## src/rtl/rdsgt_pkg.sv

```systemverilog
// Shared types, codes and helpers for the RDS group text decoder.
// No dependencies; imported by every module of the block.
package rdsgt_pkg;

   localparam int NameLen  = 8;
   localparam int TextLen  = 64;
   localparam int Lanes    = 4;
   localparam int TextRows = TextLen / Lanes;
   localparam int RowW     = $clog2(TextRows);
   localparam int IdxW     = $clog2(TextLen);
   localparam int LaneW    = $clog2(Lanes);
   localparam int NameIdxW = $clog2(NameLen);
   localparam int PtyW     = 5;

   localparam logic [7:0] CrCode     = 8'h0d;
   localparam logic [5:0] TextEndIdx = 6'd32;

   // Group type codes from block B bits 15..11
   localparam logic [4:0] GtName0A = 5'd0;
   localparam logic [4:0] GtName0B = 5'd1;
   localparam logic [4:0] GtText2A = 5'd4;
   localparam logic [4:0] GtText2B = 5'd5;

   typedef enum logic [1:0] {
      OP_GROUP     = 2'd0,
      OP_READ_NAME = 2'd1,
      OP_READ_TEXT = 2'd2,
      OP_NONE      = 2'd3
   } op_type;

   typedef struct packed {
      logic             wr;
      logic             flag;
      logic [RowW-1:0]  row;
      logic [Lanes-1:0] lane_en;
      logic             clr_end;
   } txt_cmd_type;

   typedef struct packed {
      logic            en;
      logic [IdxW-1:0] idx;
   } txt_rd_type;

   function automatic logic [7:0] strip_cr(input logic [7:0] ch);
      return (ch == CrCode) ? 8'h00 : ch;
   endfunction

endpackage

```

## src/rtl/rdsgt_text_mem.sv

```systemverilog
// Radio text storage: two banks of byte-lane RAM, one row of four characters per word.
// Depends on rdsgt_pkg.
module rdsgt_text_mem (
   input  logic                                       clock,
   input  logic                                       wr_en,
   input  logic                                       wr_bank,
   input  logic [rdsgt_pkg::RowW-1:0]                 wr_row,
   input  logic [rdsgt_pkg::Lanes-1:0]                wr_lane_en,
   input  logic [rdsgt_pkg::Lanes*8-1:0]              wr_data,
   input  logic                                       rd_en,
   input  logic                                       rd_bank,
   input  logic [rdsgt_pkg::RowW-1:0]                 rd_row,
   output logic [rdsgt_pkg::Lanes*8-1:0]              rd_data_ff
);
   import rdsgt_pkg::*;

   localparam int Depth = 2 * TextRows;

   logic [RowW:0] wr_addr;
   logic [RowW:0] rd_addr;

   assign wr_addr = {wr_bank, wr_row};
   assign rd_addr = {rd_bank, rd_row};

   for (genvar l = 0; l < Lanes; l++) begin : g_lane
      logic [7:0] ram_ff [Depth];

      always_ff @(posedge clock) begin
         if (wr_en && wr_lane_en[l]) begin
            ram_ff[wr_addr] <= wr_data[l*8 +: 8];
         end
         if (rd_en) begin
            rd_data_ff[l*8 +: 8] <= ram_ff[rd_addr];
         end
      end
   end

endmodule

```

## src/rtl/rdsgt_text_ctl.sv

```systemverilog
// Text bank control: A/B flag, shown/work bank select and per-character valid bits.
// A swap flips the banks and invalidates the new work bank together, both registered. Depends on rdsgt_pkg.
module rdsgt_text_ctl (
   input  logic                   clock,
   input  logic                   reset,
   input  rdsgt_pkg::txt_cmd_type cmd,
   input  rdsgt_pkg::txt_rd_type  rd,
   output logic                   swap,
   output logic                   work_bank,
   output logic                   shown_bank_ff,
   output logic                   rd_valid_ff
);
   import rdsgt_pkg::*;

   logic                flag_ff;
   logic                flag_in;
   logic                shown_bank_in;
   logic [TextLen-1:0]  valid_ff [2];
   logic [TextLen-1:0]  work_valid_in;
   logic                rd_valid_in;

   assign swap      = cmd.wr && (cmd.flag != flag_ff);
   assign work_bank = swap ? shown_bank_ff : ~shown_bank_ff;

   always_comb begin
      flag_in       = swap ? cmd.flag : flag_ff;
      shown_bank_in = swap ? ~shown_bank_ff : shown_bank_ff;
      work_valid_in = swap ? '0 : valid_ff[work_bank];
      if (cmd.wr) begin
         for (int l = 0; l < Lanes; l++) begin
            if (cmd.lane_en[l]) begin
               work_valid_in[{cmd.row, LaneW'(l)}] = 1'b1;
            end
         end
      end
      // short text form ends the message at the middle of the buffer
      if (cmd.wr && cmd.clr_end) begin
         work_valid_in[TextEndIdx] = 1'b0;
      end
      rd_valid_in = valid_ff[shown_bank_ff][rd.idx];
   end

   always_ff @(posedge clock) begin
      if (reset) begin
         flag_ff       <= 1'b0;
         shown_bank_ff <= 1'b0;
         valid_ff[0]   <= '0;
         valid_ff[1]   <= '0;
      end else begin
         flag_ff       <= flag_in;
         shown_bank_ff <= shown_bank_in;
         if (cmd.wr) begin
            valid_ff[work_bank] <= work_valid_in;
         end
      end
   end

   always_ff @(posedge clock) begin
      if (rd.en) begin
         rd_valid_ff <= rd_valid_in;
      end
   end

endmodule

```

## src/rtl/rds_group_text_decoder.sv

```systemverilog
// RDS group 0/2 text decoder, top level.
// Each accepted request beat gives a registered response beat, valid in the next cycle.
// One beat per cycle unless rsp_tready stalls; two-bank text RAM with one read and one write port.
// A flag change swaps banks in the same cycle; per-character valid bits make the new work bank empty.
// Reset (synchronous, active high) clears program type, station name, flag and all valid bits.
module rds_group_text_decoder (
   input  logic        clock,
   input  logic        reset,
   input  logic        req_tvalid,
   output logic        req_tready,
   // [15:0] block_b, [31:16] block_c, [47:32] block_d, [53:48] read_index, [55:54] zero
   input  logic [55:0] req_tdata,
   // [1:0] op
   input  logic [1:0]  req_tuser,
   output logic        rsp_tvalid,
   input  logic        rsp_tready,
   // [7:0] read_char, [12:8] program_type, [13] text_swapped, [15:14] zero
   output logic [15:0] rsp_tdata
);
   import rdsgt_pkg::*;

   logic [15:0]         blk_b;
   logic [15:0]         blk_c;
   logic [15:0]         blk_d;
   logic [IdxW-1:0]     rd_idx;
   op_type              op;
   logic [4:0]          gtype;
   logic                accept;
   logic                name_wr;
   logic                is_2a;
   logic                is_2b;
   txt_cmd_type         cmd;
   txt_rd_type          rd;
   logic [Lanes*8-1:0]  wr_data;
   logic [7:0]          sc_hi, sc_lo, sd_hi, sd_lo;
   logic                swap;
   logic                work_bank;
   logic                shown_bank;
   logic                rd_valid_ff;
   logic [Lanes*8-1:0]  rd_data_ff;

   logic [7:0]          name_ff [NameLen];
   logic [PtyW-1:0]     pty_ff;
   logic [PtyW-1:0]     pty_in;
   logic                rsp_valid_ff;
   logic                rsp_valid_in;
   op_type              rsp_op_ff;
   logic [7:0]          rsp_name_ff;
   logic [7:0]          rsp_name_in;
   logic [PtyW-1:0]     rsp_pty_ff;
   logic                rsp_swap_ff;
   logic [LaneW-1:0]    rsp_lane_ff;
   logic [7:0]          text_char;
   logic [7:0]          read_char;

   assign blk_b  = req_tdata[15:0];
   assign blk_c  = req_tdata[31:16];
   assign blk_d  = req_tdata[47:32];
   assign rd_idx = req_tdata[53:48];
   assign op     = op_type'(req_tuser);
   assign gtype  = blk_b[15:11];

   assign req_tready = !rsp_valid_ff || rsp_tready;
   assign accept     = req_tvalid && req_tready;

   assign name_wr = accept && (op == OP_GROUP) && (gtype == GtName0A || gtype == GtName0B);
   assign is_2a   = (op == OP_GROUP) && (gtype == GtText2A);
   assign is_2b   = (op == OP_GROUP) && (gtype == GtText2B);

   assign sc_hi = strip_cr(blk_c[15:8]);
   assign sc_lo = strip_cr(blk_c[7:0]);
   assign sd_hi = strip_cr(blk_d[15:8]);
   assign sd_lo = strip_cr(blk_d[7:0]);

   always_comb begin
      cmd.wr      = accept && (is_2a || is_2b);
      cmd.flag    = blk_b[4];
      cmd.clr_end = is_2b;
      if (is_2a) begin
         cmd.row     = blk_b[3:0];
         cmd.lane_en = '1;
         wr_data     = {sd_lo, sd_hi, sc_lo, sc_hi};
      end else begin
         // two characters land in the low or high half of a row
         cmd.row     = {1'b0, blk_b[3:1]};
         cmd.lane_en = blk_b[0] ? 4'b1100 : 4'b0011;
         wr_data     = {sd_lo, sd_hi, sd_lo, sd_hi};
      end
      rd.en  = accept && (op == OP_READ_TEXT);
      rd.idx = rd_idx;
   end

   rdsgt_text_ctl u_ctl (
      .clock         (clock),
      .reset         (reset),
      .cmd           (cmd),
      .rd            (rd),
      .swap          (swap),
      .work_bank     (work_bank),
      .shown_bank_ff (shown_bank),
      .rd_valid_ff   (rd_valid_ff)
   );

   rdsgt_text_mem u_mem (
      .clock      (clock),
      .wr_en      (cmd.wr),
      .wr_bank    (work_bank),
      .wr_row     (cmd.row),
      .wr_lane_en (cmd.lane_en),
      .wr_data    (wr_data),
      .rd_en      (rd.en),
      .rd_bank    (shown_bank),
      .rd_row     (rd_idx[IdxW-1:LaneW]),
      .rd_data_ff (rd_data_ff)
   );

   always_comb begin
      pty_in       = name_wr ? blk_b[9:5] : pty_ff;
      rsp_valid_in = accept || (rsp_valid_ff && !rsp_tready);
      rsp_name_in  = (rd_idx < IdxW'(NameLen)) ? name_ff[rd_idx[NameIdxW-1:0]] : 8'h00;
   end

   always_ff @(posedge clock) begin
      if (reset) begin
         pty_ff       <= '0;
         rsp_valid_ff <= 1'b0;
         for (int i = 0; i < NameLen; i++) begin
            name_ff[i] <= 8'h00;
         end
      end else begin
         pty_ff       <= pty_in;
         rsp_valid_ff <= rsp_valid_in;
         if (name_wr) begin
            name_ff[{blk_b[1:0], 1'b0}] <= blk_d[15:8];
            name_ff[{blk_b[1:0], 1'b1}] <= blk_d[7:0];
         end
      end
   end

   // hold the response payload while the beat waits
   always_ff @(posedge clock) begin
      if (accept) begin
         rsp_op_ff   <= op;
         rsp_name_ff <= rsp_name_in;
         rsp_pty_ff  <= pty_in;
         rsp_swap_ff <= swap;
         rsp_lane_ff <= rd_idx[LaneW-1:0];
      end
   end

   always_comb begin
      text_char = rd_valid_ff ? rd_data_ff[rsp_lane_ff*8 +: 8] : 8'h00;
      unique case (rsp_op_ff)
         OP_READ_NAME: read_char = rsp_name_ff;
         OP_READ_TEXT: read_char = text_char;
         default:      read_char = 8'h00;
      endcase
   end

   assign rsp_tvalid = rsp_valid_ff;
   assign rsp_tdata  = {2'b00, rsp_swap_ff, rsp_pty_ff, read_char};

   a_swap_flips_bank: assert property (@(posedge clock) disable iff (reset)
      swap |=> (shown_bank != $past(shown_bank)))
      else $error("text swap did not flip the shown bank");

   a_swap_only_group: assert property (@(posedge clock) disable iff (reset)
      (rsp_valid_ff && rsp_swap_ff) |-> (rsp_op_ff == OP_GROUP && read_char == 8'h00))
      else $error("text swap reported on a read beat");

   a_ready_when_empty: assert property (@(posedge clock) disable iff (reset)
      !rsp_valid_ff |-> req_tready)
      else $error("request stalled with empty response stage");

   a_no_swap_without_write: assert property (@(posedge clock) disable iff (reset)
      !cmd.wr |=> (shown_bank == $past(shown_bank)))
      else $error("shown bank changed without a text group");

endmodule
```

## config.mk

```make
export PLATFORM = sky130hd
export DESIGN_NAME = rds_group_text_decoder
export DESIGN_NICKNAME = d
export VERILOG_FILES = /design/src/rtl/rdsgt_pkg.sv /design/src/rtl/rdsgt_text_mem.sv /design/src/rtl/rdsgt_text_ctl.sv /design/src/rtl/rds_group_text_decoder.sv
export SDC_FILE = /design/constraint.sdc
export NUM_CORES = 1
export LEC_CHECK = 0
export BUFFER_PORTS_ARGS = -buffer_cell sky130_fd_sc_hd__buf_4
export CAP_MARGIN = 20
export CELL_PAD_IN_SITES_DETAIL_PLACEMENT = 1
export CELL_PAD_IN_SITES_GLOBAL_PLACEMENT = 2
export CORE_ASPECT_RATIO = 0.5
export CORE_MARGIN = 2
export CORE_UTILIZATION = 33
export CTS_CLUSTER_SIZE = 14
export DETAILED_ROUTE_END_ITERATION = 10
export PLACE_DENSITY = 0.64
export SYNTH_ARGS = -nofsm -noshare
export SYNTH_HDL_FRONTEND = slang
export SYNTH_HIERARCHICAL = 1
export SYNTH_SLANG_ARGS = --single-unit
```

## constraint.sdc

```tcl
create_clock -name clock -period 5.21 [get_ports clock]
set_input_delay 0.7815 -clock clock [delete_from_list [all_inputs] [get_ports clock]]
set_output_delay 0.7815 -clock clock [all_outputs]
set_load 0.03 [all_outputs]
```

Word-level counts from Yosys, hierarchy flattened:

Memories as Yosys holds them, arrays and structs flattened. A register that Yosys moved wholly into a read port is not among the register bits.
Index checks and enable logic that the tools add are counted.

* register bits after elaboration: 19
* latch bits: 0
* bits in writable memories: 1216
* ROM bits: 0
* input bits: 62
* output and inout port bits: 18
* logic and storage cells: 130
* memories: 6

Memories
* u_mem.g_lane[0].ram_ff: depth 32, width 8, rd ports 1, clocked after memory_dff 1, wr ports 1, RTL line rdsgt_text_mem.sv:26 `logic [7:0] ram_ff [Depth];`
* u_mem.g_lane[1].ram_ff: depth 32, width 8, rd ports 1, clocked after memory_dff 1, wr ports 1, RTL line rdsgt_text_mem.sv:26
* u_mem.g_lane[2].ram_ff: depth 32, width 8, rd ports 1, clocked after memory_dff 1, wr ports 1, RTL line rdsgt_text_mem.sv:26
* u_mem.g_lane[3].ram_ff: depth 32, width 8, rd ports 1, clocked after memory_dff 1, wr ports 1, RTL line rdsgt_text_mem.sv:26
* u_ctl.valid_ff: depth 2, width 64, rd ports 2, clocked after memory_dff 1, wr ports 2, RTL line rdsgt_text_ctl.sv:18 `logic [TextLen-1:0] valid_ff [2];`
* name_ff: depth 8, width 8, rd ports 1, clocked after memory_dff 1, wr ports 8, RTL line rds_group_text_decoder.sv:42 `logic [7:0] name_ff [NameLen];`

* add/subtract/negate cells: 0
* $mul: 0
* divide/modulo/power cells: 0
* magnitude comparators: 10
* equality and inequality tests: 11
* shifts and indexed selects: 1
* muxes and demuxes: 58
* bitwise logic cells: 5
* reduce and logical (&&, ||, !) cells: 30

Operator list (count)
* 2-to-1 mux 64 bit: 10
* 2-to-1 mux 8 bit: 8
* OR 64 x 61 -> 64 bit: 1
* OR 64 x 62 -> 64 bit: 1
* OR 64 x 63 -> 64 bit: 1
* OR 64 bit: 1
* OR reduction 64 bit: 1
* less-than comparator 6 x 7 -> 1 bit (second input constant): 5
* equality test 8 x 4 -> 1 bit (second input constant): 4
* indexed part select 32 x 6 -> 8 bit: 1
* 2-to-1 mux 1 bit: 29
* greater-or-equal comparator 6 x 1 -> 1 bit (second input constant): 4
* logical AND 1 bit: 18
* demux 1 bit (select 4 bit): 4
* 2-to-1 mux 16 bit: 1
* case mux 8 bit (2 select lines): 1
* OR reduction 8 bit: 2
* equality test 5 x 3 -> 1 bit (second input constant): 2
* binary-select mux 1 bit (select 6 bit): 1
* less-than comparator 6 x 4 -> 1 bit (second input constant): 1
* 2-to-1 mux 3 bit: 2
* equality test 5 x 1 -> 1 bit (second input constant): 1
* logical NOT 5 bit: 1
* 2-to-1 mux 5 bit: 1
* 8 further kinds: 14

Logic depth before layout (Yosys ltp):

Gate-level depths: netlist of run 1.
An unclocked memory read counts as a cell.

* word-level depth: 22
* gate-level depth with buffers: 11
* gate-level depth less buffers: 10

Hierarchy:

The synthesis of run 1 kept the hierarchy.

Modules (own cells, without submodules)
* rdsgt_text_mem: times used 1, cells each 2406, area each 41352.2 µm², sequential area each 31710.4 µm²
* rdsgt_text_ctl: times used 1, cells each 603, area each 7120.6 µm², sequential area each 3933.8 µm²
* rds_group_text_decoder: times used 1, cells each 311, area each 4543.1 µm², sequential area each 2582.5 µm²

Worst setup path after synthesis of run 1:

No wires, ideal clock.

* path type: input to register
* from: in rsp_tready
* to: mem u_ctl.valid_ff[0][0], enable pin
* library setup time: 0.433 ns
* arrival: 4.192 ns
* required time: 4.777 ns
* path slack: 0.585 ns
* cell stages on the path: 10
* buffers on the path: 2
* path through: nand2b_1 nand3_4 nor2_1 buf_2 nand2_1 inv_2 xnor2_1 or3b_1 buf_2 nand2b_1

RTL lines
* from (decl): RTL line rds_group_text_decoder.sv:16 `input logic rsp_tready,`
* to (decl): RTL line rdsgt_text_ctl.sv:18

==> metrics, run 1 <==
largest net degree at the start of global routing=101; final core occ=0.378; Worst setup SP type=input pin; Post-CTS Setup Inserts=0; post-synthesis cell type count=58; # rows=103; worst min-delay path category=in -> reg; Synth top area share=0.718; Worst-Margin Slew=1.13 ns; drt initial violations=2377; Logic pwr share=0.054; slowest stage delay, CP=0.81 ns; cell count of the worst reg-to-reg path=10; Post-Synthesis Cell Area=0.0530 mm^2; clock sink total=1276; sequential area share after synthesis=0.721; cell count after synthesis=3320; Net Sw Frac=0.222; Root Driver=clkbuf_16; Worst Clk Skew=0.0324 ns; Slew headroom=0.246; die width=571 um; dominant synthesized flop cell=edfxtp_1; Vias=29600; WL/cell=26.2 um; PD cells=351 mW/mm^2; Hold Startpoint=req_tuser[1]; Worst R2R End=u_mem/g_lane[3].ram_ff[0][5]$_DFFE_PP_; RSZ-0062 raised after global routing=false; Critical Path AT=4.37 ns; synthesized area per cell=16.0 um^2; Starting Density=0.334; most used cell, CP=buf_4; vias in the first global route=30400; initial antenna violation count=7; Synthesis Warnings=6; Die H=287 um; Reg power frac=0.540; crit path kind=in -> reg; Layout Nets=3494; Die Area=0.164 mm^2; status=complete, no violations; CP required=5.58 ns; ANT nets after route=0; share of layout cells above drive strength 1=0.132; Final Hold Vio Count=0; Synth area leaders=edfxtp_1 (72%), mux2i_1 (11%), nor2_1 (2.4%); clock latency on the worst-skew pair=0.74 ns; Max-cap violations=0; routed vias/inst=5.21; area leader, netlist=edfxtp_1; Final GP Congestion=0.799; input/output buffers=74; Clock Power Share=0.406; Setup Viol. Count Final=0; final worst-path cycle share=0.769; IR drop worst, VDD=0.250 mV; final wirelength=149000 um; most numerous cell in the Yosys netlist=edfxtp_1; CTS tree=yes; # H-tree levels=3; PostCTS Resize Cnt=0; asr flop ratio synth=0; length of the first detailed-routing pass in iterations=5; top cells by count, synth=edfxtp_1 (1267), mux2i_1 (584), nor2_1 (339), a21oi_1 (151), nand2_1 (148); drt drc=0; Post-DP HPWL=94400 um; grt total ovfl=0; crit-path max FO=9; Hold Path Cell Cnt=1; hold_ws=0.317 ns; Cell Int Power=16.4 mW; Slowest cell on crit path=nor2_1; Net Switching=4.68 mW; count of flip-flops with a built-in enable after synthesis=1267; deepest clock path buffer count=3; Reg-to-Reg Start=rsp_tvalid$_SDFF_PP0_; first-pass GRT wire length=216000 um; min cycle time layout=4.00 ns; Reg clk slew, reported paths=0.07 ns; worst-path cell chain=buf_4 > nor3_1 > nand4b_1 > buf_4 > nand2_1 > o21ai_0 > buf_4 > nor2_1 > nand2_1 > nor2_1; CTS Hold Buffers Added=0; CTS Buf Count=121; Boundary Pins=80; crit end category=flop; Hold Path End=rsp_op_ff[1]$_DFFE_PN_; #FFs+latches synth=1276; area of the core=0.159 mm^2; GRT Util Overall=0.180; leakage=20.4 nW; setup tns final=0 ns; Final Slew Violations=0; Peak Freq=250 MHz; Area Growth Syn to Fin=13.2%; flop2flop setup slack=1.66 ns
## layout make-up
type                       count  area, um^2
antenna                        1        2.50
clock buffer                 157        3260
clock inverter                65         514
fill                       16000       98600
inverter                       9        33.8
multi-input combinational   1819       13600
sequential                  1276       38200
tap                         2152        2690
timing repair buffer         203        1640
## critical path, delay by kind of cell
family	cells	cell delay (ns)
AND/OR/NAND/NOR	6	2.89
buffers and inverters	3	0.62
AO/OA/AOI/OAI	1	0.07
## worst max-delay path by stage
| stage | startpoint | to | slack, ns | cells after the start |
|---|---|---|---|---|
| floorplan | rsp_tready | u_ctl/valid_ff[0][0]$_SDFFCE_PN0P_ | 0.59 | 10 |
| global placement | req_tdata[15] | u_mem/g_lane[2].ram_ff[0][0]$_DFFE_PP_ | 0.56 | 10 |
| detailed placement | req_tdata[15] | u_mem/g_lane[3].ram_ff[0][7]$_DFFE_PP_ | 0.56 | 8 |
| CTS | rsp_tvalid$_SDFF_PP0_ | u_mem/g_lane[0].ram_ff[18][7]$_DFFE_PP_ | 1.33 | 9 |
| global route | req_tdata[15] | u_mem/g_lane[0].ram_ff[0][2]$_DFFE_PP_ | 0.93 | 10 |
| finish | req_tdata[15] | u_mem/g_lane[3].ram_ff[0][5]$_DFFE_PP_ | 1.21 | 10 |
## through the flow
step / total power, mW / area (um^2) / instances / worst slack (ns)
global placement: 12.7 / 56200 / 5458 / 0.558
global route: 21.7 / 60000 / 5681 / 0.932
finish: 21.1 / 60000 / 5682 / 1.21
detailed placement: 12.8 / 56200 / 5458 / 0.556
CTS: 21.3 / 60000 / 5680 / 1.33
floorplan: 12.3 / 53000 / 3321 / 0.585
## routing by layer
layer	vias to the layer above	track usage	part of all wire
met3	181	0.0265	0.050
li1	13100	-	-
met1	15600	0.255	0.46
met5	-	0	0.000054
met2	716	0.292	0.47
met4	2	0.0440	0.022
## power groups by stage
| stage | sequential, mW | combinational (mW) | clock (mW) |
|---|---|---|---|
| after floorplan | 11.6 | 0.674 | 0 |
| after global placement | 11.6 | 1.13 | 0 |
| after detailed placement | 11.6 | 1.15 | 0 |
| after CTS | 11.4 | 1.15 | 8.78 |
| after global routing | 11.4 | 1.21 | 9.13 |
| final | 11.4 | 1.14 | 8.55 |
## registers in the layout, indices dropped and copies added (netlist names), named ones only
signal,flops
rsp_tvalid,1
name_ff,64
rsp_name_ff,8
u_ctl/valid_ff,128
u_ctl/shown_bank_ff,1
rsp_swap_ff,1
u_mem/g_lane.ram_ff,1024
rsp_pty_ff,5
u_ctl/flag_ff,1
rsp_op_ff,2
u_mem/rd_data_ff,32
pty_ff,5
u_ctl/rd_valid_ff,1
rsp_lane_ff,2
## logic make-up (layout without fill, tap and decap cells)
logic type      count (synthesis)  after routing  share of synthesized area
fa+ha+maj                       2              2                   0.000472
simple gates                  767            767                     0.0671
mux                           659            659                      0.139
other cells                     1              3                  0.0000707
compound gates                387            387                     0.0493
flops                        1276           1276                      0.721
xor+xnor                        2              2                   0.000330
buf+inv                       226            434                     0.0229
## cell usage in the layout, fill, tap and decap left out, types with 34 or more instances in the layout
| cell | netlist | layout |
|---|---|---|
| and2_1 | 68 | 67 |
| clkbuf_16 | 0 | 125 |
| a22o_1 | 86 | 86 |
| a22oi_1 | 97 | 97 |
| nand3_1 | 101 | 101 |
| edfxtp_1 | 1267 | 1267 |
| nor3_1 | 34 | 34 |
| mux2i_1 | 584 | 584 |
| nand2_1 | 148 | 148 |
| nor2_1 | 339 | 338 |
| a21oi_1 | 151 | 151 |
| buf_4 | 39 | 193 |
| mux4_2 | 50 | 50 |
(Power assumes the default switching activity.)
==> run 2, diff against run 1 <==
==> constraint.sdc (replaced) <==
create_clock -name clock -period 4 [get_ports clock]
set_input_delay 0.6 -clock clock [delete_from_list [all_inputs] [get_ports clock]]
set_output_delay 0.6 -clock clock [all_outputs]
set_load 0.03 [all_outputs]
==> run 2 against run 1 <==
Clock power up 35%. Largest power group unchanged. Combinational power up 33%. Final cell count rose by 2.1%. Die area unchanged. Hold slack got worse by 0.19 ns. Clock-buffer cell count shrank 9. Critical endpoint is now u_mem/g_lane[3].ram_ff[9][1]$_DFFE_PP_. Core utilization up 0.74 points.
==> metrics, run 2 (synthesis gave the netlist of run 1 again) <==
Slowest cell on crit path=o21ai_0; length of the first detailed-routing pass in iterations=5 (unchanged); final worst-path cycle share=0.823; slowest stage delay, CP=0.46 ns (-0.35 ns); IR drop worst, VDD=0.364 mV (+46%); most common cell after layout, fill and taps aside=edfxtp_1; Post-CTS Setup Inserts=0 (unchanged); most used cell, CP=buf_4; Final Slew Violations=0 (unchanged); final wirelength=152000 um (+1.8%); # H-tree levels=3 (unchanged); PD cells=456 mW/mm^2 (+30%); DP Worst Slack=-0.0110 ns (-0.567 ns); Vias=29700 (+0.47%); Final Hold Vio Count=0 (unchanged); Peak Freq=304 MHz; Worst setup SP type=input pin; most frequent cells in the layout=edfxtp_1 (1267), mux2i_1 (584), nor2_1 (338); Die Area=0.164 mm^2 (unchanged); final core occ=0.386 (+0.00743); Reg clk slew, reported paths=0.06 ns (about the same); Buf/Inv on CP=5 (+2); status=complete, no violations; initial antenna violation count=6 (-1); WL/cell=26.2 um (-0.29%); Net Sw Frac=0.221 (-0.000670); RSZ-0062 raised after global routing=false; Tot Pwr=27.9 mW (+32%); Slew headroom=0.234 (-0.0122); CP required=4.43 ns (-1.15 ns); share of layout cells above drive strength 1=0.163 (+0.0311); Largest register FFs=1024 (unchanged); Clock Power Share=0.414 (+0.008); Die H=287 um (unchanged); crit path kind=in -> reg; Final GP Congestion=0.798 (about the same); drt initial violations=2493 (+4.9%); Boundary Pins=80 (unchanged); Post-DP HPWL=95900 um (+1.6%); Worst-Margin Slew=1.15 ns (+0.0183 ns); PostCTS Resize Cnt=0 (unchanged); crit-path max FO=21 (+12); CTS Hold Buffers Added=0 (unchanged); Critical Path AT=3.72 ns (-0.65 ns); leakage=21.1 nW (+3.6%); GRT Util Overall=0.184 (+0.00378); vias in the first global route=30800 (+1.1%); clock latency on the worst-skew pair=0.76 ns (+0.02 ns); area of the core=0.159 mm^2 (unchanged); Area Growth Syn to Fin=15.4%; Starting Density=0.334 (unchanged); Biggest register=u_mem/g_lane.ram_ff; Cell Int Power=21.7 mW (+32%); post-route setup slack=0.710 ns (-0.496 ns); largest net degree at the start of global routing=70 (-31%); Logic pwr share=0.055 (about the same); Reg power frac=0.532 (-0.008); Root Driver=clkbuf_16; deepest clock path buffer count=3 (unchanged); input/output buffers=74 (unchanged); ANT nets after route=0 (unchanged); first-pass GRT wire length=219000 um (+1.5%); # rows=103 (unchanged); Worst Clk Skew=0.0426 ns (+0.0101 ns); die width=571 um (unchanged); clock sink total=1276 (unchanged); min cycle time layout=3.29 ns; routed vias/inst=5.13 (-1.6%); Layout Nets=3610 (+3.3%); grt total ovfl=0 (unchanged); Setup Viol. Count Final=0 (unchanged); worst-path cell chain=buf_4 > nor3_1 > nand4b_1 > buf_4 > o21ai_0 > buf_4 > nor2b_1 > buf_4 > nand2_1 > nor2_1 > buf_4; CTS tree=yes; Net Switching=6.18 mW (+32%); worst min-delay path category=in -> reg; Max-cap violations=0 (unchanged); family with the most delay on the worst path=simple AND/OR/NAND/NOR gates; crit end category=flop; biggest regs=u_mem/g_lane.ram_ff (1024), u_ctl/valid_ff (128), name_ff (64); drt drc=0 (unchanged); CTS Buf Count=121 (unchanged)
run 2: power groups by stage:
stage                     sequential [mW]  clock [mW]  combinational (mW)
after floorplan                      15.1           0               0.879
after global placement               15.1           0                1.51
after detailed placement             15.1           0                1.53
after global routing                 14.8        12.3                1.62
final                                14.8        11.5                1.52
after CTS                            14.8        11.8                1.54
run 2: worst paths after layout:
| check | slack (ns) | cells past startpoint | start | endpoint |
|---|---|---|---|---|
| worst max-delay path | 0.71 | 11 | req_tdata[15] | u_mem/g_lane[3].ram_ff[9][1]$_DFFE_PP_ |
| worst min-delay path | 0.12 | 1 | req_tuser[1] | rsp_op_ff[1]$_DFFE_PN_ |
| worst max register to register | 0.80 | 11 | rsp_tvalid$_SDFF_PP0_ | u_mem/g_lane[3].ram_ff[9][1]$_DFFE_PP_ |
| worst min register to register | 0.52 | 2 | u_ctl/flag_ff$_SDFFE_PP0N_ | u_ctl/flag_ff$_SDFFE_PP0N_ |
run 2: per-stage QoR:
| step | cell area [um^2] | setup TNS, ns | cells | hold slack (ns) |
|---|---|---|---|---|
| 2_1_floorplan | 53000 | 0 | 3321 | 0.480 |
| 3_3_place_gp | 57200 | -0.580 | 5574 | 0.495 |
| 3_5_place_dp | 57200 | -0.0850 | 5575 | 0.506 |
| 4_1_cts | 61200 | 0 | 5798 | 0.0672 |
| 5_1_grt | 61200 | 0 | 5798 | 0.0779 |
| 6_report | 61200 | 0 | 5801 | 0.123 |
run 2: area by class of cell:
cell class                      count  area [um^2]
Clock buffer                      148         3160
Clock inverter                     75          777
Timing Repair Buffer              319         2640
Multi-Input combinational cell   1819        13600
Sequential cell                  1276        38200
Fill cell                       15900        97500
Antenna cell                        3         7.51
Inverter                            9         33.8
Tap cell                         2152         2690
run 2: worst register-to-register path: cells and delay by family, from the launching register on:
family / cells / cell delay [ns]
xor gates and xnor gates: 1 / 0.15
and+or+nand+nor: 7 / 1.78
buffers and inverters: 3 / 0.51
DFF: 1 / 0.44
run 2: metal layers:
layer	global-route usage	part of all wire	vias up
li1	-	-	13300
met1	0.261	0.46	15600
met2	0.292	0.46	642
met3	0.0333	0.053	181
met4	0.0472	0.024	0
met5	0	0	-
